## config.mk

```make
export PLATFORM = sky130hd
export DESIGN_NAME = nbpa_queue
export DESIGN_NICKNAME = d
export VERILOG_FILES = /design/src/hw/rtl/nbpa_pkg.sv /design/src/hw/rtl/nbpa_queue.sv
export SDC_FILE = /design/constraint.sdc
export NUM_CORES = 1
export LEC_CHECK = 0
export BUFFER_PORTS_ARGS = -buffer_cell sky130_fd_sc_hd__buf_2
export CAP_MARGIN = 20
export CORE_ASPECT_RATIO = 0.5
export CORE_MARGIN = 2
export CORE_UTILIZATION = 30
export CTS_CLUSTER_DIAMETER = 100
export CTS_CLUSTER_SIZE = 24
export DETAILED_ROUTE_END_ITERATION = 8
export MAX_ROUTING_LAYER = met4
export SYNTH_ARGS = -nofsm -noshare
export SYNTH_HDL_FRONTEND = slang
export SYNTH_SLANG_ARGS = --single-unit
```

## constraint.sdc

```tcl
create_clock -name clk -period 7.25 [get_ports clk]
set_clock_uncertainty 0.15 [all_clocks]
set_input_delay 0.725 -clock clk [delete_from_list [all_inputs] [get_ports clk]]
set_output_delay 0.725 -clock clk [all_outputs]
set_load 0.005 [all_outputs]
```

## src/hw/rtl/nbpa_pkg.sv

```systemverilog
// Shared types and constants of the nested block profile aggregator.
// No dependencies; every other file of the block but the two channel interfaces imports this package.
package nbpa_pkg;

    localparam int THREADS_DEF     = 4;
    localparam int BLOCKS_DEF      = 256;
    localparam int FRAMES_DEF      = 60;
    localparam int STACK_DEPTH_DEF = 32;
    localparam int QUEUE_DEPTH     = 2;

    localparam int TS_W           = 64;
    localparam int SUM_W          = 32;
    localparam int MEAN_W         = 48;
    localparam int FRAC_W         = 16;
    localparam int DIVIDEND_W     = 80;
    localparam int DIVISOR_W      = 33;
    localparam int DIV_RADIX_BITS = 2;
    localparam int DIV_STEPS      = DIVIDEND_W / DIV_RADIX_BITS;

    typedef enum logic [1:0] {
        CMD_START = 2'd0,
        CMD_END   = 2'd1,
        CMD_FRAME = 2'd2,
        CMD_READ  = 2'd3
    } cmd_t;

    typedef enum logic [1:0] {
        ST_OK        = 2'd0,
        ST_UNMATCHED = 2'd1,
        ST_FULL      = 2'd2
    } status_t;

    typedef enum logic [1:0] {
        F_IDLE,
        F_LOOK,
        F_EXEC,
        F_PUSH
    } f_state_t;

    typedef enum logic [2:0] {
        B_CLEAR,
        B_IDLE,
        B_RD,
        B_CALC,
        B_SUM,
        B_DIV,
        B_SWEEP
    } b_state_t;

    // Classified event handed from the stack front end to the statistics back end.
    typedef struct packed {
        cmd_t             cmd;
        logic [1:0]       thread;
        logic [7:0]       block;
        status_t          status;
        logic             live;
        logic [TS_W-1:0]  total;
        logic [TS_W-1:0]  self_time;
    } job_t;

    typedef struct packed {
        logic [TS_W-1:0]  start_time;
        logic [7:0]       block;
        logic [TS_W-1:0]  saved_sum;
    } stack_entry_t;

    typedef struct packed {
        logic [SUM_W-1:0] total;
        logic [SUM_W-1:0] self_time;
        logic [SUM_W-1:0] hits;
    } slot_t;

    typedef struct packed {
        logic [MEAN_W-1:0] mean;
        logic [TS_W-1:0]   hits;
        logic [SUM_W-1:0]  peak_total;
        logic [SUM_W-1:0]  peak_self;
        logic [SUM_W-1:0]  peak_hits;
    } row_t;

    typedef struct packed {
        logic [1:0]        status;
        logic [TS_W-1:0]   block_total;
        logic [TS_W-1:0]   block_self;
        logic [SUM_W-1:0]  frame_total;
        logic [SUM_W-1:0]  frame_self;
        logic [SUM_W-1:0]  frame_hits;
        logic [SUM_W-1:0]  peak_total;
        logic [SUM_W-1:0]  peak_self;
        logic [SUM_W-1:0]  peak_hits;
        logic [TS_W-1:0]   lifetime_hits;
        logic [MEAN_W-1:0] mean_self;
    } result_t;

endpackage

```

## src/hw/rtl/nbpa_queue.sv

```systemverilog
// Short job queue between the front end and the back end.
// Depends on nbpa_pkg.
module nbpa_queue #(
    parameter int DEPTH = nbpa_pkg::QUEUE_DEPTH
) (
    input  logic            clk,
    input  logic            rst_n,
    input  nbpa_pkg::job_t  in_job,
    input  logic            in_valid,
    output logic            in_ready,
    output nbpa_pkg::job_t  out_job,
    output logic            out_valid,
    input  logic            out_ready
);
    import nbpa_pkg::*;

    localparam int PW = (DEPTH > 1) ? $clog2(DEPTH) : 1;
    localparam int CW = $clog2(DEPTH + 1);

    job_t          mem_reg [DEPTH];
    logic [PW-1:0] wr_ptr_reg, rd_ptr_reg;
    logic [CW-1:0] count_reg;
    logic          push, pop;

    assign in_ready  = (count_reg != CW'(DEPTH));
    assign out_valid = (count_reg != '0);
    assign out_job   = mem_reg[rd_ptr_reg];
    assign push      = in_valid && in_ready;
    assign pop       = out_valid && out_ready;

    always_ff @(posedge clk or negedge rst_n)
    begin
        if (!rst_n)
        begin
            wr_ptr_reg <= '0;
            rd_ptr_reg <= '0;
            count_reg  <= '0;
        end
        else
        begin
            if (push)
            begin
                wr_ptr_reg <= (wr_ptr_reg == PW'(DEPTH - 1)) ? '0 : wr_ptr_reg + PW'(1);
            end
            if (pop)
            begin
                rd_ptr_reg <= (rd_ptr_reg == PW'(DEPTH - 1)) ? '0 : rd_ptr_reg + PW'(1);
            end
            if (push && !pop)
            begin
                count_reg <= count_reg + CW'(1);
            end
            else if (pop && !push)
            begin
                count_reg <= count_reg - CW'(1);
            end
        end
    end

    always_ff @(posedge clk)
    begin
        if (push)
        begin
            mem_reg[wr_ptr_reg] <= in_job;
        end
    end

endmodule

```

==> results.sh <==
export IMPL_critPathTopFamily="flip-flops"
export IMPL_critical_path_slowest_cell="dfrtp_4"
export IMPL_met2_length_mm=13.5
export IMPL_setup_viol=0
export IMPL_routedWlPerCell_um=18.8
export IMPL_num_rows=48
export IMPL_fmax_ghz=0.287
export IMPL_fin_crit_sh=0.480
export IMPL_gp_congestion=0.798
export IMPL_antenna_left=0
export IMPL_crit_type="flop to primary output"
export IMPL_clock_path_buffers=3
export IMPL_r2r_cells=4
export IMPL_routed_top_layer="met4"
export IMPL_power_leakage_uw=0.00498
export IMPL_endpoint_kind="primary output"
export IMPL_dpl_hpwl_mm=16.2
export IMPL_core_area_um2=34900
export IMPL_dr_total_vias=5302
export IMPL_synth_top_area_frac=0.799
export IMPL_critical_path_arrival_ps=2610
export IMPL_start_kind="flop"
export IMPL_fill_cells=3210
export IMPL_power_uw=4920
export IMPL_clockPowerShare=0.198
export IMPL_startpoint="rd_ptr_reg"
export IMPL_grt_pass1_wl_mm=32.7
export IMPL_hold_violations=0
export IMPL_regArea_um2=8690
export IMPL_routed_via_density=4.26
export IMPL_track_usage=0.119
export IMPL_slew_limit_headroom=0.393
export IMPL_p_sw_uw=1390
export IMPL_intPower_uw=3530
export IMPL_synthDistinctLibCells=15
export IMPL_clk_latency_ps=480
export IMPL_dr_wl_met3_um=426
export IMPL_yosysTopAreaCell="edfxtp_1"
export IMPL_fin_crit_ps=3480
export IMPL_cts_root_buffer="clkbuf_16"
export IMPL_finalMaxSlewViolations=0
export IMPL_r2r_setup_slack_ps=4520
export IMPL_clk_pin_slew_ps=90
export IMPL_syn_num_nets=611
export IMPL_die_w_um=272
export IMPL_seqPwrFrac=0.491
export IMPL_r2r_start="count_reg[0]"
export IMPL_synth_seq_cells=290
export IMPL_drt_total_wl_mm=23.4
export IMPL_syn_area_per_cell_um2=23.2
export IMPL_firstDrtPassIters=4
export IMPL_synthToLayoutAreaGrowth_pct=23.2
export IMPL_die_y_um=138
export IMPL_grt_pass1_vias=5520
export IMPL_htree_levels=1
export IMPL_power_density_nw_per_um2=372
export IMPL_clkSinkCount=290
export IMPL_max_vdd_ir_drop_mv=0.158
export IMPL_cts_tree="done"
export IMPL_met1_length_mm=8.43
export IMPL_grt_ovfl_total=0
export IMPL_crit_path_cell_trace="buf_12 -> mux2_2 -> buf_2"
export IMPL_cts_hold_buf=1
export IMPL_finalSetupTns_ps=0
export IMPL_initial_utilization=0.308
export IMPL_ys_seq_area_frac=0.808
export IMPL_syn_area_um2=10700
export IMPL_crit_cells=3
export IMPL_syn_inst=463
export IMPL_cpPeakStageDelay_ps=780
export IMPL_r2r_end="mem_reg[0][111]"
export IMPL_grt_setup_unrepaired="no"
export IMPL_dieArea_um2=37400
export IMPL_largest_reg_flops=286
export IMPL_drive_gt1_frac=0.606
export IMPL_drtIter0Drc=232
export IMPL_hp_class="input pin to flop"
export IMPL_outcome="complete, no violations"
export IMPL_ys_top_cells_by_area="edfxtp_1 (80%), mux2_2 (8.7%), mux2_4 (8.4%)"
export IMPL_yosys_warnings=0
export IMPL_maxCapViolCount=0
export IMPL_antenna_found_initial=8
export IMPL_portBuffers=291
export IMPL_pwr_share_comb=0.311
export IMPL_cp_required_ps=6380
export IMPL_grt_max_degree=113
export IMPL_numCtsBuffers=16
export IMPL_worstPathBufferInverterCount=2
export IMPL_drc=0
export IMPL_nets=910
export IMPL_boundaryPins=292
export IMPL_cts_setup_buffers=0
export IMPL_endpoint="out_job[1]"
export IMPL_multiInputGateArea_um2=1940
export IMPL_worst_pin_slew_ps=911
export IMPL_p_sw_frac=0.282
export IMPL_cts_resized=0
export IMPL_cp_max_fo=112
cells in the final DEF (no fill, tap or decap), drive strengths merged:
cell,count
buf,296
edfxtp,286
mux2,143
clkbuf,17
diode,8
dfrtp,4
xnor2,3
nand2,2
xor2,2
inv,2
nor2,2
nand2b,1
or2,1
and3,1
ha,1
bufinv,1
dlygate4sd3,1
cells in the mapped netlist:
cell and n:
buf_6 8, nor2_1 2, nand2_1 2, or2_2 1, nand2b_1 1, xor2_1 2
ha_1 1, dfrtp_1 4, edfxtp_1 286, and3_1 1, buf_2 8, mux2_2 83
xnor2_1 3, inv_1 1, mux2_4 60
through the flow:
stage	instances	setup WS, ps	hold slack [ps]	area [um2]	util
floorplan	463	2120	279	10800	-
global placement	1218	4340	321	12700	0.365
detailed placement	1218	4280	322	12700	0.365
CTS	1238	3790	230	13200	0.379
global route	1246	3690	235	13200	0.379
finish	1246	3770	261	13200	0.379
cell type report:
type | count | area share
Antenna cell | 8 | 0.00151
Sequential cell | 290 | 0.656
Inverter | 1 | 0.000284
Clock inverter | 2 | 0.00378
Clock buffer | 17 | 0.0321
Timing Repair Buffer | 297 | 0.115
Multi-Input combinational cell | 156 | 0.146
Tap cell | 475 | 0.0449
power groups by stage:
stage | combinational (uW) | clock [uW] | sequential (uW)
after CTS | 1570 | 1010 | 2420
after detailed placement | 1570 | 0 | 2460
final | 1530 | 972 | 2420
after global routing | 1650 | 1060 | 2450
after floorplan | 984 | 0 | 2440
after global placement | 1550 | 0 | 2440
kinds of logic (layout without fill, tap and decap cells):
group,count (synthesis),after routing,share of synthesized area
adders and majority gates,1,1,0.00116
and+or+nand+nor,7,7,0.00314
xor gates and xnor gates,5,5,0.00408
buffers and inverters,17,317,0.0125
other,0,8,0
muxes,143,143,0.171
DFF,290,290,0.808
how the worst min path moves through the flow:
stage / start / endpoint / slack [ps] / cells past startpoint
global route: in_job[51] / mem_reg[0][51] / 240 / 1
CTS: in_job[0] / mem_reg[1][0] / 230 / 1
global placement: count_reg[1] / count_reg[1] / 320 / 1
floorplan: rst_n / count_reg[0] / 280 / 0
detailed placement: count_reg[1] / count_reg[1] / 320 / 1
finish: in_job[0] / mem_reg[0][0] / 260 / 1
metal layers:
layer / GRT usage / up-vias
met3: 0.0136 / 45
met1: 0.123 / 2743
met4: 0.0604 / 0
met5: - / -
li1: - / 2435
met2: 0.225 / 79
No activity file was read; power rests on OpenSTA's default activity.
